[src/hw/rtl/fccb_pkg.sv]
// Shared constants, types and helper functions of the coincidence builder.
`timescale 1ns / 1ps

package fccb_pkg;

  localparam int WINDOW_HITS   = 4;
  localparam int CHANNEL_LIMIT = 14;
  localparam int STAMP_BITS    = 48;

  localparam int CHAN_W     = 5;
  localparam int ENERGY_W   = 24;
  localparam int CFG_W      = 16;
  localparam int CFG_IDX_W  = 3;
  localparam int DIFF_W     = 24;
  localparam int ASYM_W     = 16;
  localparam int QUOT_W     = 16;
  localparam int PROD_W     = ENERGY_W + CFG_W;
  localparam int DEN_W      = PROD_W + 1;
  localparam int REM_W      = PROD_W + 2;
  localparam int WIN_IDX_W  = $clog2(WINDOW_HITS);
  localparam int WIN_CNT_W  = $clog2(WINDOW_HITS + 1);
  localparam int MUL_STEP_W = $clog2(CFG_W);
  localparam int DIV_STEP_W = $clog2(QUOT_W);

  // Stamp differences are clamped to +-2^61, which only bites for very wide stamps.
  localparam int TD_W     = (STAMP_BITS + 1 > 62) ? 63 : STAMP_BITS + 1;
  localparam int CMP_W    = (STAMP_BITS + 1 > 63) ? STAMP_BITS + 1 : 63;
  localparam int SUM_W    = TD_W + 2;
  localparam int SAT_IN_W = SUM_W + 1;

  localparam int TIME_BIAS = 640;

  localparam logic [CFG_IDX_W-1:0] REG_COINC_WIN = 3'd0;
  localparam logic [CFG_IDX_W-1:0] REG_PAIR1_OFS = 3'd1;
  localparam logic [CFG_IDX_W-1:0] REG_PAIR2_OFS = 3'd2;
  localparam logic [CFG_IDX_W-1:0] REG_GAIN_CH0  = 3'd3;
  localparam logic [CFG_IDX_W-1:0] REG_GAIN_CH1  = 3'd4;
  localparam logic [CFG_IDX_W-1:0] REG_GAIN_CH2  = 3'd5;
  localparam logic [CFG_IDX_W-1:0] REG_GAIN_CH3  = 3'd6;

  localparam logic [CFG_W-1:0] RST_COINC_WIN = 16'd640;
  localparam logic [CFG_W-1:0] RST_GAIN      = 16'd4096;

  typedef logic [CHAN_W-1:0]            chan_t;
  typedef logic [STAMP_BITS-1:0]        stamp_t;
  typedef logic [ENERGY_W-1:0]          energy_t;
  typedef logic [PROD_W-1:0]            prod_t;
  typedef logic signed [DIFF_W-1:0]     diff_t;
  typedef logic signed [ASYM_W-1:0]     asym_t;
  typedef logic signed [TD_W-1:0]       td_t;
  typedef logic signed [SUM_W-1:0]      sum_t;
  typedef logic signed [SAT_IN_W-1:0]   sat_t;
  typedef stamp_t  [WINDOW_HITS-1:0]    stamp_arr_t;
  typedef energy_t [WINDOW_HITS-1:0]    energy_arr_t;

  typedef struct packed {
    chan_t   chan;
    stamp_t  stamp;
    logic    stamp_ok;
    energy_t energy;
  } win_hit_t;

  typedef struct packed {
    logic full;
    logic qual;
  } win_stat_t;

  typedef struct packed {
    stamp_arr_t  stamp;
    energy_arr_t energy;
  } ord_hits_t;

  typedef struct packed {
    diff_t mean_diff;
    diff_t diff_02;
    diff_t diff_13;
    diff_t diff_03;
    diff_t diff_12;
    diff_t pair1_delta;
    diff_t pair2_delta;
  } time_res_t;

  localparam logic signed [CMP_W-1:0] DIFF_CLAMP = {{(CMP_W - 62){1'b0}}, 1'b1, 61'd0};
  localparam sat_t  SAT_HI   = sat_t'((2 ** (DIFF_W - 1)) - 1);
  localparam sat_t  SAT_LO   = ~SAT_HI;
  localparam sat_t  BIAS_S   = sat_t'(TIME_BIAS);
  localparam asym_t ASYM_MAX = asym_t'((2 ** (ASYM_W - 1)) - 1);

  function automatic td_t sdiff(input stamp_t a, input stamp_t b);
    logic signed [STAMP_BITS:0] raw;
    logic signed [CMP_W-1:0]    w;
    raw = $signed({1'b0, a}) - $signed({1'b0, b});
    w   = CMP_W'(raw);
    if (w > DIFF_CLAMP) begin
      w = DIFF_CLAMP;
    end else if (w < -DIFF_CLAMP) begin
      w = -DIFF_CLAMP;
    end
    return td_t'(w);
  endfunction

  function automatic diff_t sat_diff(input sat_t v);
    if (v > SAT_HI) begin
      return SAT_HI[DIFF_W-1:0];
    end else if (v < SAT_LO) begin
      return SAT_LO[DIFF_W-1:0];
    end
    return v[DIFF_W-1:0];
  endfunction

endpackage

[src/hw/rtl/fccb_time.sv]
// Time difference pipeline: coincidence test, offsets, bias and saturation.
`timescale 1ns / 1ps

module fccb_time (
  input  logic                        clk,
  input  logic                        start,
  input  fccb_pkg::stamp_arr_t        stamps,
  input  logic [fccb_pkg::CFG_W-1:0]  coinc_win,
  input  logic signed [fccb_pkg::CFG_W-1:0] pair1_ofs,
  input  logic signed [fccb_pkg::CFG_W-1:0] pair2_ofs,
  output fccb_pkg::time_res_t         res,
  output logic                        coinc_ok
);

  localparam int SW = fccb_pkg::SUM_W;
  localparam int XW = fccb_pkg::SAT_IN_W;

  fccb_pkg::stamp_arr_t t_r;
  fccb_pkg::td_t  d02_r, d13_r, d03_r, d12_r, d10_r, d32_r;
  fccb_pkg::sum_t s_r, d02w_r, d13c_r, d03c_r, d12c_r, d10c_r, d32c_r;
  fccb_pkg::sum_t s2_r;
  logic [SW-1:0]  s_mag;
  logic           ok_r;
  fccb_pkg::time_res_t res_r;

  assign s_mag = s_r[SW-1] ? -s_r : s_r;

  // Stamps are captured at start; the later stages (differences, offset sums,
  // half-sum, saturated results) settle from them while they hold.
  always_ff @(posedge clk) begin
    if (start) begin
      t_r <= stamps;
    end
    d02_r <= fccb_pkg::sdiff(t_r[0], t_r[2]);
    d13_r <= fccb_pkg::sdiff(t_r[1], t_r[3]);
    d03_r <= fccb_pkg::sdiff(t_r[0], t_r[3]);
    d12_r <= fccb_pkg::sdiff(t_r[1], t_r[2]);
    d10_r <= fccb_pkg::sdiff(t_r[1], t_r[0]);
    d32_r <= fccb_pkg::sdiff(t_r[3], t_r[2]);

    s_r    <= SW'(d02_r) + SW'(d13_r);
    d02w_r <= SW'(d02_r);
    d13c_r <= SW'(d13_r) - SW'(pair1_ofs) + SW'(pair2_ofs);
    d03c_r <= SW'(d03_r) + SW'(pair2_ofs);
    d12c_r <= SW'(d12_r) - SW'(pair1_ofs);
    d10c_r <= SW'(d10_r) - SW'(pair1_ofs);
    d32c_r <= SW'(d32_r) - SW'(pair2_ofs);

    ok_r <= s_mag < SW'({coinc_win, 1'b0});
    s2_r <= d02w_r + d13c_r;

    // An arithmetic right shift halves with rounding toward minus infinity.
    res_r.mean_diff   <= fccb_pkg::sat_diff(XW'(s2_r >>> 1) + fccb_pkg::BIAS_S);
    res_r.diff_02     <= fccb_pkg::sat_diff(XW'(d02w_r) + fccb_pkg::BIAS_S);
    res_r.diff_13     <= fccb_pkg::sat_diff(XW'(d13c_r) + fccb_pkg::BIAS_S);
    res_r.diff_03     <= fccb_pkg::sat_diff(XW'(d03c_r) + fccb_pkg::BIAS_S);
    res_r.diff_12     <= fccb_pkg::sat_diff(XW'(d12c_r) + fccb_pkg::BIAS_S);
    res_r.pair1_delta <= fccb_pkg::sat_diff(XW'(d10c_r));
    res_r.pair2_delta <= fccb_pkg::sat_diff(XW'(d32c_r));
  end

  assign res      = res_r;
  assign coinc_ok = ok_r;

endmodule

[config.mk]
export PLATFORM = sky130hd
export DESIGN_NAME = fccb_time
export DESIGN_NICKNAME = d
export VERILOG_FILES = /design/src/hw/rtl/fccb_pkg.sv /design/src/hw/rtl/fccb_time.sv
export SDC_FILE = /design/constraint.sdc
export NUM_CORES = 2
export LEC_CHECK = 0
export ABC_AREA = 0
export BUFFER_PORTS_ARGS = -buffer_cell sky130_fd_sc_hd__buf_4
export CAP_MARGIN = 30
export CORE_MARGIN = 3
export CORE_UTILIZATION = 50
export CTS_BUF_LIST = sky130_fd_sc_hd__clkbuf_8
export DETAILED_ROUTE_END_ITERATION = 16
export PLACE_DENSITY = 0.68
export SLEW_MARGIN = 30
export SYNTH_ARGS = -nofsm -noshare
export SYNTH_HDL_FRONTEND = slang
export SYNTH_SLANG_ARGS = --single-unit
[constraint.sdc]
create_clock -name clk -period 21.3 [get_ports clk]
set_input_delay 4.26 -clock clk [delete_from_list [all_inputs] [get_ports clk]]
set_output_delay 4.26 -clock clk [all_outputs]
set_load 0.01 [all_outputs]
==> Yosys cells after proc, flatten, opt, wreduce, memory -nomap -nowiden <==
Cells that the tools add are included.
{ "classes": {"n_bitwise": 0, "mux": 36, "n_mul": 0, "n_addsub": 20, "n_eq_ne": 0, "n_reduce_logical": 6, "shift": 0, "div_mod_pow": 0, "n_lt_le_gt_ge": 27} }
{ "ops": {"columns": ["op", "count"], "rows": [
  ["$mux 24", 21],
  ["$gt 49x63->1 const B", 6],
  ["$lt 49x62->1 const B", 6],
  ["$sub 48x48->49", 6],
  ["$gt 52x24->1 const B", 4],
  ["$lt 52x24->1 const B", 4],
  ["$sub 49x16->50", 4],
  ["$add 50x11->51 const B", 3],
  ["$gt 50x24->1 const B", 2],
  ["$lt 50x24->1 const B", 2],
  ["$add 51x11->52 const B", 1],
  ["$add 49x51->51", 1],
  ["$add 50x16->51", 1],
  ["$gt 51x24->1 const B", 1],
  ["$lt 51x17->1", 1],
  ["$lt 51x24->1 const B", 1],
  ["$mux 51", 1],
  ["$neg 50->51", 1],
  ["$add 49x11->50 const B", 1],
  ["$add 49x16->50", 1],
  ["$add 49x49->50", 1],
  ["$mux 1", 14],
  ["$reduce_or 2->1", 6]
]} }
{ "word_totals": {"latch_bits": 0, "word_cells": 115, "mem_bits_ro": 0, "reg_bits": 1056, "n_memories": 0, "output_inout_bits": 169, "ram_bits": 0, "inputBits": 242} }

==> Depth between registers and ports, before layout <==
{ "depth": {"word_depth": 5, "mapped_depth": 17, "mapped_depth_nobuf": 17} }

==> Worst setup path before layout <==
OpenSTA, ideal clock, no wires.
{ "synth_timing": {"kind": "input -> register", "start": "input port pair2_ofs[15] (netlist name)", "end": "register d13c_r[47]", "setup_slack_ns": 11.699, "required_time_ns": 21.177, "setup_time_ns": 0.123, "arrival_ns": 9.478, "path_stages": 15, "n_path_buf": 0, "cell_sequence": "inv_1 -> fa_1 -> inv_1 -> ha_1 -> a21o_1 -> a21o_1 -> a2111oi_0 -> nor3_1 -> a21o_1 -> o41ai_1 -> o31a_1 -> a31oi_1 -> a31oi_1 -> a21oi_1 -> xor2_1"} }
{ "synth_via": {"elab_chain_len": 1} }
{ "synth_rtl": {"columns": ["item", "line_no", "source"], "rows": [
  ["start: declaration", "fccb_time.sv:10", "input logic signed [fccb_pkg::CFG_W-1:0] pair2_ofs,"],
  ["$add 50x16->51", "fccb_time.sv:43", "d13c_r <= SW'(d13_r) - SW'(pair1_ofs) + SW'(pair2_ofs);"],
  ["end signal: assignment", "fccb_time.sv:43", null],
  ["end: declaration", "fccb_time.sv:20", "fccb_pkg::sum_t s_r, d02w_r, d13c_r, d03c_r, d12c_r, d10c_r, d32c_r;"]
]} }
No other way between the ends.
A chain may end at the register's enable or synchronous reset.

==> Final worst setup path <==
{ "layout_timing": {"start": "input port pair2_ofs[15] (netlist name)", "end": "register d13c_r[46]"} }
The elaborated chain is that of the path after synthesis.

==> tab_implementation.tex <==
\begin{tabular}{lr}
\hline
Metric & Value \\
\hline
\multicolumn{2}{l}{\textbf{Floorplanning}} \\
\quad Initial core utilization & 50.5\% \\
\quad Top-level port count & just over 400 \\
\quad Placeable Area & 130000 µm² \\
\quad Die outline height & 368 µm \\
\quad Count of standard-cell rows & approximately 130 \\
\quad Die footprint & 135000 µm² \\
\quad Floorplan die width & 368 µm \\
\multicolumn{2}{l}{\textbf{Run}} \\
\quad Max-cap check violation count & 0 \\
\multicolumn{2}{l}{\textbf{Logic synthesis}} \\
\quad Async set-or-reset flop fraction in the synthesized netlist & 0\% \\
\quad Share of the synthesized area in the top cell type & between 20\% and 30\% \\
\quad Number of enable flip-flop cells after synthesis & 192 \\
\quad Main flop type after synthesis & dfxtp\_1 \\
\quad Post-Synthesis Mean Instance Area & $\sim$8.9 µm² \\
\quad Number of distinct library cells after synthesis & 96 \\
\quad Most frequent cell after synthesis & dfxtp\_1 \\
\quad Top post-synthesis cells by count & dfxtp\_1 (863), ha\_1 (655), a21oi\_1 (623) \\
\quad Synthesized instance count & approximately 7.4k \\
\quad Number of synthesized register bits & $\sim$1.1k \\
\quad Cell types occupying the most area after synthesis & dfxtp\_1 (26\%), ha\_1 (13\%), edfxtp\_1 (8.8\%), xnor2\_1 (6.2\%), a21o\_1 (4.9\%) \\
\quad Warning count from the yosys run & 0 \\
\quad Number of nets in the synthesized netlist & 8339 \\
\quad Fraction of the yosys area taken by sequential cells & a little over a third \\
\quad Cell area after synthesis & 65500 µm² \\
\quad Post-synthesis cell type with the largest combined area & dfxtp\_1 \\
\multicolumn{2}{l}{\textbf{Power}} \\
\quad IR Drop Worst-Case VDD & 0.0786 mV \\
\quad Static power due to leakage & 33.9 nW \\
\quad PD cells & approximately 140 nW/µm² \\
\multicolumn{2}{l}{\textbf{Route}} \\
\quad Starting DRT DRC Count & between 4k and 5k \\
\quad Antenna Violating Nets Remaining & 0 \\
\quad Residual DRC count & 0 \\
\quad Vias per inst & between 5 and 6 \\
\quad Routed length per placed instance & 21.4 µm \\
\quad WL final & 209000 µm \\
\quad Total iterations of the first detailed-routing run & 7 \\
\quad Total vias in the final route & 56.8k \\
\multicolumn{2}{l}{\textbf{Finish}} \\
\quad Share of final-layout standard cells stronger than drive strength 1 & 10.2\% \\
\quad Number of flip-flops under the largest register name & about 190 \\
\quad Number of inserted filler cells in the final layout & 11.8k \\
\quad Register with the highest flop count & t\_r \\
\quad Synthesis-to-finish area growth & 13.5\% \\
\quad Final \#Nets & 8837 \\
\multicolumn{2}{l}{\textbf{STA}} \\
\quad Relative slew slack & 30.7\% \\
\quad Unrepaired setup endpoints after global routing & false \\
\quad Max Transition Viols Final & 0 \\
\quad Post-layout minimum cycle time & 8.77 ns \\
\quad Least setup slack across all paths after layout & between 10 and 15 ns \\
\quad Peak Freq & approximately 110 MHz \\
\quad Portion of the clock cycle consumed by the worst path in the final layout & 41.2\% \\
\quad Setup Viol. Count Final & 0 \\
\quad Worst setup skew after layout & $\sim$0.045 ns \\
\quad Sum of negative setup slack & 0 ns \\
\quad Transition time at the pin with the least slew margin & 1.04 ns \\
\quad Hold Fails Final Rpt & 0 \\
\quad Worst Hold Slack & $\sim$0.36 ns \\
\multicolumn{2}{l}{\textbf{Worst setup path}} \\
\quad Slowest cell on crit path & fa\_1 \\
\quad Kind of launch point of the worst setup path & input port \\
\quad Largest fanout on the critical path & 35 \\
\quad Worst Setup End Kind & flop \\
\quad Worst path required time & 22.09 ns \\
\quad Largest stage delay on the critical path & 0.59 ns \\
\quad Category of the most critical setup path & in -> reg \\
\quad Critical path cell sequence & buf\_4, clkinv\_2, buf\_4, fa\_1, inv\_1, ha\_1, a21o\_1, a21o\_1, a21oi\_1, nand4\_1, a31oi\_1, o21ai\_0, a221o\_1, a31oi\_1, o21ai\_0, xor2\_1 \\
\quad Arrival @ worst endpoint & 9.56 ns \\
\multicolumn{2}{l}{\textbf{Clocking}} \\
\quad Count of instances resized after the clock tree is built & 0 \\
\quad Post-CTS Repair Setup Buffers & 0 \\
\quad Clock Sinks & roughly 1.1k \\
\quad H-tree level count & 4 \\
\quad Root Driver & clkbuf\_8 \\
\quad CTS buffer count & 181 \\
\quad Maximum number of buffers from clock root to sink & 3 \\
\quad Number of buffers added to fix hold violations after cts & 0 \\
\quad TritonCTS clock tree & built \\
\quad Worst-skew pair later-pin latency & 0.93 ns \\
\quad Clock Pin Slew Worst Setup and Hold Paths & roughly 0.060 ns \\
\multicolumn{2}{l}{\textbf{Placed design}} \\
\quad Total half-perimeter wirelength after legalization and detailed placement & 171000 µm \\
\quad RePlAce Congestion & 0.960 \\
\quad Post-Place Worst Slack & 11.58 ns \\
\quad Count of input and output buffers & 410 \\
\multicolumn{2}{l}{\textbf{Global routing}} \\
\quad GR peak layer & met2 \\
\quad Via count of the first global-routing pass & around 55k \\
\quad Met1 track demand over resource & 38.7\% \\
\quad Total Routing Usage GR & 30.0\% \\
\quad Maximum number of pins on one net before global-route repair & 79 \\
\quad Global-route met3 utilization & 4.01\% \\
\quad Number of antenna violations at the first check in global routing & 12 \\
\quad Leftover overflow at the end of global routing & 0 \\
\quad Global-route track usage on met2 & 49.9\% \\
\quad Wire length of the first global-routing pass & 314000 µm \\
\multicolumn{2}{l}{\textbf{Run status}} \\
\quad Run status & completed \\
\multicolumn{2}{l}{\textbf{Worst hold path}} \\
\quad Class of the worst hold path & reg -> reg \\
\hline
\end{tabular}
[power by group]
part / total (mW) / switching (mW) / internal (mW)
combinational: 5.05 / 2.89 / 2.16
clock: 1.87 / 0.881 / 0.993
sequential: 3.48 / 0.655 / 2.82
total: 10.4 / 4.42 / 5.98
[metrics by stage]
| stage | instances | total power [mW] | util, % | cell area (µm²) |
|---|---|---|---|---|
| 2_1_floorplan | 7381 | 6.87 | - | 65500 |
| 6_report | 9776 | 10.4 | 57.3 | 74400 |
| 3_5_place_dp | 9438 | 8.46 | 54.4 | 70600 |
| 3_3_place_gp | 9436 | 8.41 | 54.4 | 70600 |
| 5_1_grt | 9772 | 11.1 | 57.3 | 74300 |
| 4_1_cts | 9769 | 10.4 | 57.3 | 74300 |
[cell families after synthesis]
kind of cell               after synthesis  synth area share (%)
adders and majority gates              716                  14.4
and+or+nand+nor                       1981                  15.2
muxes                                   21                 0.332
xor gates and xnor gates               681                  9.10
buffers and inverters                  710                  4.09
DFF                                   1055                  35.2
AOI/OAI and AO/OA                     2217                  21.8
[path summary, 6_finish.rpt]
kind,startpoint,endpoint,slack (ns),cells after the start
setup / recovery,pair2_ofs[15],d13c_r[46]$_DFF_P_,12.53,16
hold / removal,d02_r[47]$_DFF_P_,d02w_r[47]$_DFF_P_,0.36,0
setup reg to reg,t_r[96]$_DFFE_PP_,d32_r[38]$_DFF_P_,16.17,13
hold reg to reg,d02_r[47]$_DFF_P_,d02w_r[47]$_DFF_P_,0.36,0
[critical path: cells and delay by family]
kind | cells | cell delay [ns]
fa+ha+maj | 2 | 0.96
buf+inv | 4 | 1.50
simple gates | 1 | 0.27
compound gates | 8 | 2.34
xor+xnor | 1 | 0.16
[routing by layer]
layer / up-vias / wire length [µm]
met1: 26700 / 90600
met3: 415 / 12300
li1: 27700 / -
met2: 1919 / 96900
met4: 2 / 9570
met5: - / 13
[cell usage in the layout (no fill, tap or decap), types with 45 or more instances in the layout]
| cell type | Yosys | layout |
|---|---|---|
| dfxtp_1 | 863 | 863 |
| ha_1 | 655 | 655 |
| inv_1 | 585 | 624 |
| a21oi_1 | 623 | 623 |
| nand2_1 | 505 | 505 |
| xnor2_1 | 463 | 463 |
| nor2_1 | 447 | 446 |
| buf_4 | 0 | 437 |
| o21ai_0 | 428 | 428 |
| a21o_1 | 425 | 425 |
| xor2_1 | 218 | 218 |
| nand3_1 | 216 | 216 |
| clkbuf_8 | 0 | 213 |
| edfxtp_1 | 192 | 192 |
| nor3_1 | 129 | 129 |
| nand4_1 | 126 | 126 |
| o21a_1 | 105 | 104 |
| a31oi_1 | 104 | 103 |
| nand2b_1 | 97 | 97 |
| o21bai_1 | 92 | 90 |
| nor2b_1 | 88 | 88 |
| and3_1 | 84 | 84 |
| fa_1 | 61 | 61 |
| o211ai_1 | 49 | 49 |
| a211oi_1 | 49 | 49 |
| nor4_1 | 46 | 46 |
| and2_1 | 45 | 45 |
[final cells by class]
class / instances / area (µm²) / share of cell area [%]
diodes: 7 / 17.5 / 0.0236
flip-flops and latches: 1055 / 23000 / 31.0
well taps: 1742 / 2180 / 2.93
repair buffers: 440 / 3320 / 4.46
clock inverters: 119 / 815 / 1.10
clock buffers: 212 / 2920 / 3.92
multi-input cells: 5616 / 39900 / 53.6
inverters: 585 / 2200 / 2.95
Note: power is estimated with default switching activity, not from simulation.
