==> src/hw/rtl/fccb_pkg.sv <==
// Shared constants, types and helper functions of the coincidence builder.
`timescale 1ns / 1ps

package fccb_pkg;

  localparam int WINDOW_HITS   = 4;
  localparam int CHANNEL_LIMIT = 14;
  localparam int STAMP_BITS    = 48;

  localparam int CHAN_W     = 5;
  localparam int ENERGY_W   = 24;
  localparam int CFG_W      = 16;
  localparam int CFG_IDX_W  = 3;
  localparam int DIFF_W     = 24;
  localparam int ASYM_W     = 16;
  localparam int QUOT_W     = 16;
  localparam int PROD_W     = ENERGY_W + CFG_W;
  localparam int DEN_W      = PROD_W + 1;
  localparam int REM_W      = PROD_W + 2;
  localparam int WIN_IDX_W  = $clog2(WINDOW_HITS);
  localparam int WIN_CNT_W  = $clog2(WINDOW_HITS + 1);
  localparam int MUL_STEP_W = $clog2(CFG_W);
  localparam int DIV_STEP_W = $clog2(QUOT_W);

  // Stamp differences are clamped to +-2^61, which only bites for very wide stamps.
  localparam int TD_W     = (STAMP_BITS + 1 > 62) ? 63 : STAMP_BITS + 1;
  localparam int CMP_W    = (STAMP_BITS + 1 > 63) ? STAMP_BITS + 1 : 63;
  localparam int SUM_W    = TD_W + 2;
  localparam int SAT_IN_W = SUM_W + 1;

  localparam int TIME_BIAS = 640;

  localparam logic [CFG_IDX_W-1:0] REG_COINC_WIN = 3'd0;
  localparam logic [CFG_IDX_W-1:0] REG_PAIR1_OFS = 3'd1;
  localparam logic [CFG_IDX_W-1:0] REG_PAIR2_OFS = 3'd2;
  localparam logic [CFG_IDX_W-1:0] REG_GAIN_CH0  = 3'd3;
  localparam logic [CFG_IDX_W-1:0] REG_GAIN_CH1  = 3'd4;
  localparam logic [CFG_IDX_W-1:0] REG_GAIN_CH2  = 3'd5;
  localparam logic [CFG_IDX_W-1:0] REG_GAIN_CH3  = 3'd6;

  localparam logic [CFG_W-1:0] RST_COINC_WIN = 16'd640;
  localparam logic [CFG_W-1:0] RST_GAIN      = 16'd4096;

  typedef logic [CHAN_W-1:0]            chan_t;
  typedef logic [STAMP_BITS-1:0]        stamp_t;
  typedef logic [ENERGY_W-1:0]          energy_t;
  typedef logic [PROD_W-1:0]            prod_t;
  typedef logic signed [DIFF_W-1:0]     diff_t;
  typedef logic signed [ASYM_W-1:0]     asym_t;
  typedef logic signed [TD_W-1:0]       td_t;
  typedef logic signed [SUM_W-1:0]      sum_t;
  typedef logic signed [SAT_IN_W-1:0]   sat_t;
  typedef stamp_t  [WINDOW_HITS-1:0]    stamp_arr_t;
  typedef energy_t [WINDOW_HITS-1:0]    energy_arr_t;

  typedef struct packed {
    chan_t   chan;
    stamp_t  stamp;
    logic    stamp_ok;
    energy_t energy;
  } win_hit_t;

  typedef struct packed {
    logic full;
    logic qual;
  } win_stat_t;

  typedef struct packed {
    stamp_arr_t  stamp;
    energy_arr_t energy;
  } ord_hits_t;

  typedef struct packed {
    diff_t mean_diff;
    diff_t diff_02;
    diff_t diff_13;
    diff_t diff_03;
    diff_t diff_12;
    diff_t pair1_delta;
    diff_t pair2_delta;
  } time_res_t;

  localparam logic signed [CMP_W-1:0] DIFF_CLAMP = {{(CMP_W - 62){1'b0}}, 1'b1, 61'd0};
  localparam sat_t  SAT_HI   = sat_t'((2 ** (DIFF_W - 1)) - 1);
  localparam sat_t  SAT_LO   = ~SAT_HI;
  localparam sat_t  BIAS_S   = sat_t'(TIME_BIAS);
  localparam asym_t ASYM_MAX = asym_t'((2 ** (ASYM_W - 1)) - 1);

  function automatic td_t sdiff(input stamp_t a, input stamp_t b);
    logic signed [STAMP_BITS:0] raw;
    logic signed [CMP_W-1:0]    w;
    raw = $signed({1'b0, a}) - $signed({1'b0, b});
    w   = CMP_W'(raw);
    if (w > DIFF_CLAMP) begin
      w = DIFF_CLAMP;
    end else if (w < -DIFF_CLAMP) begin
      w = -DIFF_CLAMP;
    end
    return td_t'(w);
  endfunction

  function automatic diff_t sat_diff(input sat_t v);
    if (v > SAT_HI) begin
      return SAT_HI[DIFF_W-1:0];
    end else if (v < SAT_LO) begin
      return SAT_LO[DIFF_W-1:0];
    end
    return v[DIFF_W-1:0];
  endfunction

endpackage

==> src/hw/rtl/fccb_serial_mul.sv <==
// Bit-serial multiplier of an integral by a Q4.12 gain, one gain bit per cycle.
`timescale 1ns / 1ps

module fccb_serial_mul (
  input  logic                       clk,
  input  logic                       rst_n,
  input  logic                       start,
  input  fccb_pkg::energy_t          energy,
  input  logic [fccb_pkg::CFG_W-1:0] gain,
  output fccb_pkg::prod_t            prod,
  output logic                       done
);

  localparam int PW = fccb_pkg::PROD_W;
  localparam int GW = fccb_pkg::CFG_W;
  localparam int NW = fccb_pkg::MUL_STEP_W;

  logic              busy_r, busy_nxt;
  logic              done_r, done_nxt;
  logic [NW-1:0]     cnt_r;
  fccb_pkg::energy_t mcand_r;
  logic [GW-1:0]     mplier_r;
  fccb_pkg::prod_t   acc_r, acc_nxt;
  logic              last;

  assign last    = (cnt_r == NW'(GW - 1));
  assign acc_nxt = {acc_r[PW-2:0], 1'b0} + (mplier_r[GW-1] ? PW'(mcand_r) : '0);

  always_comb begin
    busy_nxt = busy_r;
    done_nxt = 1'b0;
    if (start) begin
      busy_nxt = 1'b1;
    end else if (busy_r && last) begin
      busy_nxt = 1'b0;
      done_nxt = 1'b1;
    end
  end

  always_ff @(posedge clk) begin
    if (!rst_n) begin
      busy_r <= 1'b0;
      done_r <= 1'b0;
      cnt_r  <= '0;
    end else begin
      busy_r <= busy_nxt;
      done_r <= done_nxt;
      if (start) begin
        cnt_r <= '0;
      end else if (busy_r) begin
        cnt_r <= cnt_r + NW'(1);
      end
    end
  end

  // Gain bits are taken most significant first from a left-shifting register.
  always_ff @(posedge clk) begin
    if (start) begin
      mcand_r  <= energy;
      mplier_r <= gain;
      acc_r    <= '0;
    end else if (busy_r) begin
      mplier_r <= {mplier_r[GW-2:0], 1'b0};
      acc_r    <= acc_nxt;
    end
  end

  assign prod = acc_r;
  assign done = done_r;

endmodule

==> config.mk <==
export PLATFORM = sky130hd
export DESIGN_NAME = fccb_serial_mul
export DESIGN_NICKNAME = d
export VERILOG_FILES = /design/src/hw/rtl/fccb_pkg.sv /design/src/hw/rtl/fccb_serial_mul.sv
export SDC_FILE = /design/constraint.sdc
export NUM_CORES = 1
export LEC_CHECK = 0
export ABC_AREA = 1
export BUFFER_PORTS_ARGS = -buffer_cell sky130_fd_sc_hd__buf_4
export CAP_MARGIN = 20
export CORE_MARGIN = 4
export CORE_UTILIZATION = 50
export CTS_CLUSTER_DIAMETER = 40
export DETAILED_ROUTE_END_ITERATION = 7
export HOLD_SLACK_MARGIN = 0.06
export PLACE_DENSITY = 0.79
export SETUP_SLACK_MARGIN = 0.02
export SYNTH_ARGS = -nofsm -noshare
export SYNTH_HDL_FRONTEND = slang
export SYNTH_SLANG_ARGS = --single-unit
==> constraint.sdc <==
create_clock -name clk -period 3.89 [get_ports clk]
set_clock_uncertainty 0.1 [all_clocks]
set_input_delay 0.9725 -clock clk [delete_from_list [all_inputs] [get_ports clk]]
set_output_delay 0.9725 -clock clk [all_outputs]
set_load 0.01 [all_outputs]
======== Word level (Yosys, flattened, before mapping) ========
Cells that the tools add are included.
operators by class
  $add $sub $neg .......................... 2
  multipliers ............................. 0
  divide/modulo/power cells ............... 0
  magnitude comparators ................... 0
  equal/unequal tests ..................... 1
  shift operators ......................... 0
  muxes and demuxes ....................... 6
  bitwise operators ....................... 1
  reductions and logical operators ........ 4
operator list
  kind                                         number
  adder 40 x 24 -> 40 bit                      1
  2-to-1 mux 16 bit                            2
  2-to-1 mux 24 bit                            1
  adder 4 x 1 -> 4 bit, second input constant  1
  equality test 4 bit, second input constant   1
  nonzero test 2 bit                           2
  2-to-1 mux 1 bit                             3
  OR reduction 2 bit                           1
  logical AND 1 bit                            1
  inverter 1 bit                               1
word-level totals
  flip-flop bits (word level) ............. 86
  latch bits .............................. 0
  bits in writable memories ............... 0
  memory bits (read-only) ................. 0
  memories ................................ 0

======== Depth between registers and ports, before layout ========
Gate-level depths: netlist of the first run.
  word-level depth ........................ 4
  depth in mapped cells ................... 18

======== Worst setup path before layout of the first run ========
OpenSTA, ideal clock, no wires.
  kind .................................... register -> register
  start point ............................. register mplier_r[15]
  end point ............................... register acc_r[33], in the netlist prod[33]
  arrival time ............................ 2.183 ns
  data required time ...................... 3.681 ns
  slack ................................... 1.498 ns
  stages on the path, launching flop included .. 19
  path buffers ............................ 1
  period minus slack after synthesis ...... 2.392 ns
  cells stage by stage .................... edfxtp_1 > clkbuf_1 > nand2_1 > inv_1 > ha_1 > inv_1 > fa_1 > nor2_2 > nand2_1 > nand3_2 > nand2_1 > nand2_1 > nand2_1 > nand2_1 > nand2_1 > nand3_1 > nand3_1 > nand2_1 > inv_1
between the ends
  cells in the longest elaborated chain, start to end .. 2
ends and longest elaborated chain
  what                     RTL line               RTL
  from (decl)              fccb_serial_mul.sv:22  logic [GW-1:0] mplier_r;
  from (signal assigned)   fccb_serial_mul.sv:60  mplier_r <= gain;
  from (signal assigned)   fccb_serial_mul.sv:63  mplier_r <= {mplier_r[GW-2:0], 1'b0};
  2-to-1 mux 24 bit        fccb_serial_mul.sv:27  assign acc_nxt = {acc_r[PW-2:0], 1'b0} + (mplier_r[GW-1] ? PW'(mcand_r) : '0);
  adder 40 x 24 -> 40 bit  fccb_serial_mul.sv:27
  to (signal assigned)     fccb_serial_mul.sv:64  acc_r <= acc_nxt;
  to (decl)                fccb_serial_mul.sv:23  fccb_pkg::prod_t acc_r, acc_nxt;
No other way between the ends.
A chain may end at the register's enable or synchronous reset.

======== Worst setup path after layout of the first run ========
Same ends and word-level chain as after synthesis.

==> results of run 1 <==
layout make-up:
class,instances,area [sq um],area share
multi-input combinational,572,2860,0.426
clock buffer,10,229,0.0341
timing repair buffer,86,646,0.0963
sequential,86,2120,0.316
clock inverter,6,71.3,0.0106
tap,140,175,0.0261
inverter,161,604,0.0901
worst paths after layout:
kind | start | end
min reg2reg | cnt_r[3] | done
max reg2reg | mplier_r[15] | prod[33]
max | mplier_r[15] | prod[33]
min | cnt_r[3] | done
cell usage in the layout, fill, tap and decap left out, drive strengths merged, types with 2 or more instances in the layout:
cell type	n
nand2	298
dfxtp	46
xnor2	4
clkbuf	10
clkinv	2
nor2	78
o21bai	2
o31ai	2
nand4	4
nor3	14
nand3	50
o21ai	30
edfxtp	40
inv	162
a32o	4
and2	2
clkinvlp	2
a21boi	2
or2	3
nor4	2
a21oi	38
buf	86
xor2	7
nand3b	4
ha	24
routing by layer:
metal / vias up / track usage
met5: - / 0
met4: 0 / 0.0586
met3: 18 / 0.0513
met2: 149 / 0.359
met1: 2312 / 0.307
li1: 2751 / -
kinds of logic (layout without fill, tap and decap cells):
logic type / after synthesis / after routing / share of synthesized area
and+or+nand+nor: 455 / 455 / 0.352
AOI/OAI and AO/OA: 81 / 81 / 0.0805
DFF: 86 / 86 / 0.375
xor gates and xnor gates: 11 / 11 / 0.0170
adders and majority gates: 25 / 25 / 0.0566
buffers and inverters: 178 / 263 / 0.119
worst register-to-register path, stage by stage (launching register included):
cell,delay [ps]
edfxtp_1,870
nand2_1,120
inv_1,90
ha_1,150
inv_1,50
fa_1,390
nor2_2,160
nand2_1,80
nand3_2,110
nand2_1,80
nand2_1,120
nand2_1,70
nand2_1,100
nand2_1,60
nand3_1,70
nand3_1,80
nand2_1,70
inv_1,30
flip-flops by register name (all words and copies together), names as in the netlist:
name / cells
busy_r: 1
cnt_r: 4
done: 1
mcand_r: 24
mplier_r: 16
prod: 40
power by group through the flow:
stage / logic, mW / clock network [mW] / registers, mW
final: 0.452 / 0.882 / 1.08
after global routing: 0.514 / 0.943 / 1.09
after CTS: 0.454 / 0.902 / 1.08
after detailed placement: 0.452 / 0 / 1.10
after global placement: 0.448 / 0 / 1.10
after floorplan: 0.285 / 0 / 1.09
==> impl_metrics.py, run 1 <==
metrics = {
    "worst_setup_path": {
        "path_cells": "nand2_1 > inv_1 > ha_1 > inv_1 > fa_1 > nor2_2 > nand2_1 > nand3_2 > nand2_1 > nand2_1 > nand2_1 > nand2_1 > nand2_1 > nand3_1 > nand3_1 > nand2_1 > inv_1",
        "cpPeakStageDelay_ps": 870,
        "path_common_cell": "nand2_1",
        "cp_slowest_cell": "edfxtp_1",
        "cp.required_ps": 4040,
        "r2r_setup_slack_ps": 990,
        "arrival_ps": 3050,
        "crit_buf_inv": 3,
        "critPathCaptureType": "flop",
        "critPathKind": "reg2reg",
        "crit_cells": 17,
        "r2r_cells": 17,
        "startpoint_type": "flop",
        "path_max_fanout": 24,
        "path_delay_family": "simple AND/OR/NAND/NOR gates",
    },
    "routing": {
        "drc": 0,
        "detail-route-antenna-nets": 0,
        "vias": 5230,
        "drtPass1Iterations": 5,
        "drt_iter0_markers": 370,
        "highest_layer": "met4",
        "met1Wirelength_microns": 6500,
        "vias_per_cell": 4.93,
        "wl_met3_microns": 946,
        "dr_wl_met2_microns": 6180,
        "routedWlPerCell_microns": 13.0,
        "drt_wl_total_microns": 13800,
    },
    "synth": {
        "synth_top_area_share": 0.212,
        "yosysWarnings": 0,
        "synthTopCellsByCount": "285 x nand2_1, 153 x inv_1, 71 x nor2_1",
        "synth_nets": 904,
        "synth.distinct_cells": 38,
        "synth_top_area_cell": "edfxtp_1",
        "synthArstFlopShare": 0,
        "ys.flop_type": "dfxtp_1",
        "synth_edf_count": 40,
        "syn_area_per_cell_sq_um": 6.76,
        "synth_area_leaders": "edfxtp_1 21%, nand2_1 19%, dfxtp_1 16%, inv_1 10%, ha_1 5.3%",
        "syn_area_sq_um": 5660,
        "ys_ff_latch": 86,
        "synth.most_common_cell": "nand2_1",
        "yosysSeqAreaShare": 0.375,
        "synthCells": 836,
    },
    "sta": {
        "period_needed_ps": 2900,
        "max_freq_mhz": 345,
        "slew_headroom": 0.463,
        "fin_ws_ps": 991,
        "worst_slew_pin_slew_ps": 805,
        "fin_tns_setup_ps": 0,
        "finalMaxSlewViolations": 0,
        "hold_slack_ps": 367,
        "min_period_over_period": 0.745,
        "rsz0062_at_grt": "no",
        "setup_violations": 0,
        "hold_violations": 0,
    },
    "layout": {
        "postLayoutCoreUtil": 0.613,
        "fillers": 1039,
        "area_delta_synth_final_pct": 18.6,
        "drive_gt1_frac": 0.165,
        "final_nets": 984,
        "final_area_sq_um": 6710,
        "stdcell_count": 1061,
        "n_antenna_cell": 0,
    },
    "worst_hold_path": {
        "hold_depth": 2,
        "hp-class": "reg2reg",
    },
    "grt": {
        "grt_pass1_vias": 4936,
        "grt_overflow": 0,
        "grt_pass1_wl_microns": 23300,
        "grt_max_degree": 45,
        "grt_usage": 0.224,
        "antenna_found_initial": 0,
    },
    "placement": {
        "dp.cells": 1045,
        "place_ws_ps": 1010,
        "portBuffers": 83,
        "gp_congestion": 0.985,
        "dp_hpwl_microns": 10700,
        "place_area_sq_um": 6410,
    },
    "power": {
        "p_int_mw": 1.71,
        "power_frac_clock": 0.366,
        "power_density_nw_per_um2": 360,
        "p_comb_frac": 0.187,
        "swShare": 0.291,
        "finalPower_mw": 2.41,
        "seqPwrFrac": 0.447,
        "p_leak_nw": 3.67,
        "vdd_drop_max_uv": 315,
        "p_sw_mw": 0.701,
    },
    "clock_network": {
        "cts.sinks": 86,
        "insertion_delay_ps": 350,
        "clockBufferDepth": 2,
        "cts_tree": "done",
        "clkTransAtPathRegs_ps": 70,
        "htree_levels": 3,
        "root_buffer": "clkbuf_16",
        "ctsHoldBuffers": 0,
        "cts_setup_buffers": 0,
        "cts_resized": 0,
        "numCtsBuffers": 9,
    },
    "die": {
        "core_area_sq_um": 10900,
        "dieHeight_microns": 114,
        "pin_count": 84,
        "initial_core_util": 0.517,
        "rows": 38,
        "die_w_microns": 114,
        "die_area_sq_um": 13100,
    },
    "job": {
        "drv_cap": 0,
    },
    "outcome": {
        "status": "finished, final reports clean",
    },
}
No activity file was read; power rests on OpenSTA's default activity.
==> inputs of run 2 (changes only) <==
clock period = 2.7 ns   (was 3.89 ns; I/O delays follow)
==> run 2 against run 1 <==
Net effect:
- design area increased by 1.4%
- core utilization increased by 0.85 points
- count of clock-buffer cells in the layout unchanged
- sequential share of layout area decreased by 0.43 points
- critical endpoint is now prod[27]
- largest power group unchanged
==> impl_metrics.py, run 2 (synthesis results as in run 1) <==
metrics = {
    "grt": {
        "antenna_found_initial": 0,
        "grt_pass1_vias": 5045,
        "grt_overflow": 0,
        "grt_usage": 0.234,
        "grt_max_degree": 43,
        "grt_pass1_wl_microns": 24300,
    },
    "clock_network": {
        "htree_levels": 3,
        "insertion_delay_ps": 360,
        "clkTransAtPathRegs_ps": 60,
        "root_buffer": "clkbuf_16",
        "ctsHoldBuffers": 0,
        "clockBufferDepth": 2,
        "cts_tree": "done",
        "numCtsBuffers": 9,
        "cts.sinks": 86,
    },
    "layout": {
        "final_nets": 987,
        "n_antenna_cell": 0,
        "drive_gt1_frac": 0.170,
        "stdcell_count": 1064,
        "ff_latch_area_sq_um": 2120,
        "final_area_sq_um": 6800,
        "final_cell_mix": "285 x nand2_1, 153 x inv_1, 87 x buf_4, 71 x nor2_1, 46 x dfxtp_1",
        "mostFrequentLayoutCell": "nand2_1",
        "postLayoutCoreUtil": 0.622,
        "multi_input_area_sq_um": 2870,
        "largest_reg_flops": 40,
        "fillers": 1049,
        "area_delta_synth_final_pct": 20.2,
    },
    "worst_setup_path": {
        "startpoint_type": "flop",
        "crit_buf_inv": 5,
        "r2r_setup_slack_ps": 240,
        "path_max_fanout": 21,
        "cp_slowest_cell": "edfxtp_1",
        "cpPeakStageDelay_ps": 430,
        "r2r-end": "prod[27]",
        "cp.required_ps": 2850,
        "arrival_ps": 2610,
        "path_delay_family": "simple AND/OR/NAND/NOR gates",
        "critPathKind": "reg2reg",
        "critPathCaptureType": "flop",
        "path_cells": "buf_6 > nand2_1 > inv_1 > ha_1 > nand2_1 > nand2_1 > inv_1 > nand2_1 > inv_1 > nand3_2 > nand2_1 > nand3_2 > nand2_1 > nand2_1 > o21ai_1 > inv_1",
        "r2r_start": "mplier_r[15]",
        "path_common_cell": "nand2_1",
        "r2r_cells": 16,
    },
    "outcome": {
        "status": "finished, final reports clean",
    },
    "routing": {
        "drc": 0,
        "drt_iter0_markers": 363,
        "detail-route-antenna-nets": 0,
        "drt_wl_total_microns": 14600,
        "routedWlPerCell_microns": 13.7,
        "vias_per_cell": 4.95,
        "vias": 5263,
        "drtPass1Iterations": 5,
    },
    "sta": {
        "worst_slew_pin_slew_ps": 682,
        "hold_violations": 0,
        "rsz0062_at_grt": "no",
        "setup_violations": 0,
        "slew_headroom": 0.545,
        "fin_tns_setup_ps": 0,
        "period_needed_ps": 2460,
        "finalMaxSlewViolations": 0,
        "max_freq_mhz": 406,
        "min_period_over_period": 0.912,
    },
    "placement": {
        "place_area_sq_um": 6440,
        "dp.cells": 1048,
        "gp_congestion": 0.994,
        "portBuffers": 83,
        "dp_hpwl_microns": 11400,
    },
    "power": {
        "vdd_drop_max_uv": 534,
        "finalPower_mw": 3.68,
        "power_density_nw_per_um2": 542,
        "p_leak_nw": 3.71,
    },
    "die": {
        "pin_count": 84,
        "initial_core_util": 0.517,
        "core_area_sq_um": 10900,
        "dieHeight_microns": 114,
        "die_w_microns": 114,
        "die_area_sq_um": 13100,
        "rows": 38,
    },
    "job": {
        "drv_cap": 0,
    },
    "worst_hold_path": {
        "hold_depth": 2,
        "hp-class": "reg2reg",
        "hold-path-endpoint": "cnt_r[3]",
        "worstHoldStart": "cnt_r[3]",
    },
}
## run 2: cell count changes in the layout (fill, tap and decap cells not counted), sizes merged
cell      previous run  this run
clkinvlp             2         1
clkinv               2         1
buf                 86        89
bufinv               1         3
## run 2: metrics by stage
step / hold WS, ps / setup slack, ps
2_1_floorplan: 338 / 308
4_1_cts: 364 / 186
6_report: 362 / 237
3_5_place_dp: 355 / 210
5_1_grt: 379 / 31.9
3_3_place_gp: 348 / 226
## run 2: layer usage
metal | track usage | wire, microns
met5 | 0 | 0
met4 | 0.0744 | 259
met3 | 0.0523 | 946
met2 | 0.370 | 6580
met1 | 0.320 | 6830
## run 2: worst max path at each step
stage / from / end / slack [ps] / depth (start not counted)
4_1_cts: mplier_r[15] / prod[27] / 190 / 16
2_1_floorplan: mplier_r[15] / prod[33] / 310 / 18
6_report: mplier_r[15] / prod[27] / 240 / 16
3_5_place_dp: mplier_r[15] / prod[27] / 210 / 16
3_3_place_gp: mplier_r[15] / prod[34] / 230 / 15
5_1_grt: mplier_r[15] / prod[38] / 30 / 17
## run 2: power by group
| group | switching [mW] | internal, mW |
|---|---|---|
| registers | 0.0725 | 1.48 |
| clock network | 0.544 | 0.912 |
| logic | 0.405 | 0.274 |
## run 2: final cells by class
type	count	share of cell area
Multi-Input combinational cell	572	0.422
Sequential cell	86	0.312
Timing Repair Buffer	89	0.101
Inverter	161	0.0889
Clock buffer	10	0.0337
Tap cell	140	0.0258
Clock inverter	6	0.0173
## run 2: what timing repair did
item,4_1_cts,5_1_grt
buffers inserted,0,0
setup endpoints to repair,0,5
gates resized for setup,0,3
## run 2: worst reg2reg max path, delay by kind of cell (launching register included)
kind                     cells  cell delay (ps)
AO/OA/AOI/OAI                1              130
adder cells (fa/ha/maj)      1              350
buffers and inverters        5              450
flip-flops                   1              430
AND/OR/NAND/NOR              9              900
==> inputs of run 3 (changes only) <==
CTS_BUF_LIST = sky130_fd_sc_hd__clkbuf_2   (was default)
==> run 3 against run 2 <==
Net effect:
- routed wire length up 0.30%
- sequential share of layout area rose by 0.11 points
- count of clock-buffer cells in the layout stayed put
- sequential power about the same
- design area down 0.35%
- via count grew 0.11%
- setup slack got worse by 19 ps
- die area stayed put
- hold slack worse by 230 ps
==> impl_metrics.py, run 3 (synthesis results as in run 1) <==
metrics = {
    "outcome": {
        "status": "finished, final reports clean",
    },
    "worst_setup_path": {
        "path_max_fanout": 21,
        "critPathCaptureType": "flop",
        "path_delay_family": "simple AND/OR/NAND/NOR gates",
        "cpPeakStageDelay_ps": 490,
        "cp.required_ps": 3110,
        "arrival_ps": 2900,
        "startpoint_type": "flop",
        "path_cells": "buf_6 > nand2_1 > inv_1 > ha_1 > inv_1 > nor2_2 > nand2_1 > nand3_2 > nand2_1 > nand2_1 > nand2_1 > nand2_1 > nand2_1 > nand3_1 > nand3_1 > nand2_1 > inv_1",
        "path_common_cell": "nand2_1",
        "crit_buf_inv": 4,
        "cp_slowest_cell": "edfxtp_1",
        "critPathKind": "reg2reg",
    },
    "layout": {
        "final_nets": 1001,
        "final_area_sq_um": 6780,
        "largest_reg_flops": 40,
        "mostFrequentLayoutCell": "nand2_1",
        "final_cell_mix": "285 x nand2_1, 153 x inv_1, 87 x buf_4, 70 x nor2_1, 46 x dfxtp_1",
        "n_antenna_cell": 0,
        "drive_gt1_frac": 0.172,
        "area_delta_synth_final_pct": 19.8,
    },
    "clock_network": {
        "cts_setup_buffers": 0,
        "clockBufferDepth": 2,
        "cts.sinks": 86,
        "insertion_delay_ps": 630,
        "numCtsBuffers": 9,
        "cts_tree": "done",
        "root_buffer": "clkbuf_2",
        "clkTransAtPathRegs_ps": 240,
        "htree_levels": 3,
    },
    "power": {
        "vdd_drop_max_uv": 380,
        "p_leak_nw": 3.70,
        "finalPower_mw": 3.14,
        "power_density_nw_per_um2": 464,
    },
    "grt": {
        "grt_pass1_wl_microns": 24100,
        "grt_pass1_vias": 5022,
        "grt_max_degree": 43,
        "grt_overflow": 0,
        "grt_usage": 0.232,
        "antenna_found_initial": 0,
    },
    "routing": {
        "vias": 5269,
        "routedWlPerCell_microns": 13.6,
        "detail-route-antenna-nets": 0,
        "drt_iter0_markers": 420,
        "vias_per_cell": 4.89,
        "drtPass1Iterations": 5,
        "drt_wl_total_microns": 14700,
        "drc": 0,
    },
    "sta": {
        "hold_violations": 0,
        "rsz0062_at_grt": "no",
        "min_period_over_period": 0.919,
        "slew_headroom": 0.539,
        "setup_violations": 0,
        "finalMaxSlewViolations": 0,
        "fin_tns_setup_ps": 0,
        "period_needed_ps": 2480,
        "worst_slew_pin_slew_ps": 690,
        "max_freq_mhz": 403,
        "hold_slack_ps": 127,
        "fin_ws_ps": 217,
    },
    "job": {
        "drv_cap": 0,
    },
    "placement": {
        "place_ws_ps": 210,
        "gp_congestion": 0.994,
        "dp_hpwl_microns": 11400,
        "place_area_sq_um": 6440,
        "portBuffers": 83,
    },
    "die": {
        "dieHeight_microns": 114,
        "pin_count": 84,
        "initial_core_util": 0.517,
        "die_w_microns": 114,
        "rows": 38,
        "core_area_sq_um": 10900,
        "die_area_sq_um": 13100,
    },
    "worst_hold_path": {
        "hp-class": "in2reg",
    },
}
==> run 3: final cells by class <==
cell class | count | area [sq um]
multi-input combinational | 572 | 2880
sequential | 86 | 2120
clock inverter | 6 | 118
tap | 140 | 175
clock buffer | 10 | 50.0
inverter | 161 | 604
fill | 1052 | 4160
timing repair buffer | 103 | 825
==> run 3: power breakdown <==
| part | internal (mW) | total (mW) | switching, mW |
|---|---|---|---|
| Combinational | 0.288 | 0.698 | 0.410 |
| Clock | 0.410 | 0.896 | 0.485 |
| Sequential | 1.48 | 1.55 | 0.0721 |
==> run 3: through the flow <==
stage / instances / util
6_report: 1078 / 0.620
5_1_grt: 1078 / 0.620
4_1_cts: 1066 / 0.606
3_5_place_dp: 1048 / 0.589
3_3_place_gp: 1048 / 0.589
2_1_floorplan: 836 / -
==> run 3: final timing paths <==
check | start | end | slack, ps | cells past startpoint
setup reg to reg | mplier_r[15] | prod[33] | 220 | 17
hold reg to reg | cnt_r[3] | done | 380 | 2
hold / removal | energy[0] | mcand_r[0] | 130 | 1
setup / recovery | mplier_r[15] | prod[33] | 220 | 17
==> run 3: worst register-to-register path: cells and delay by family (launching register included) <==
kind,cells,cell delay [ps]
simple gates,12,1110
flops,1,490
buf+inv,4,350
fa+ha+maj,1,340
==> run 3: what timing repair did <==
action,in CTS,in global routing
endpoints found under the hold margin,2,12
resized for setup,0,7
hold buffers,2,12
setup endpoints to repair,0,14
==> run 3: layer usage <==
layer,global-route usage,wire (microns)
met1,0.318,6940
met2,0.368,6660
met3,0.0581,881
met4,0.0586,176
met5,0,0
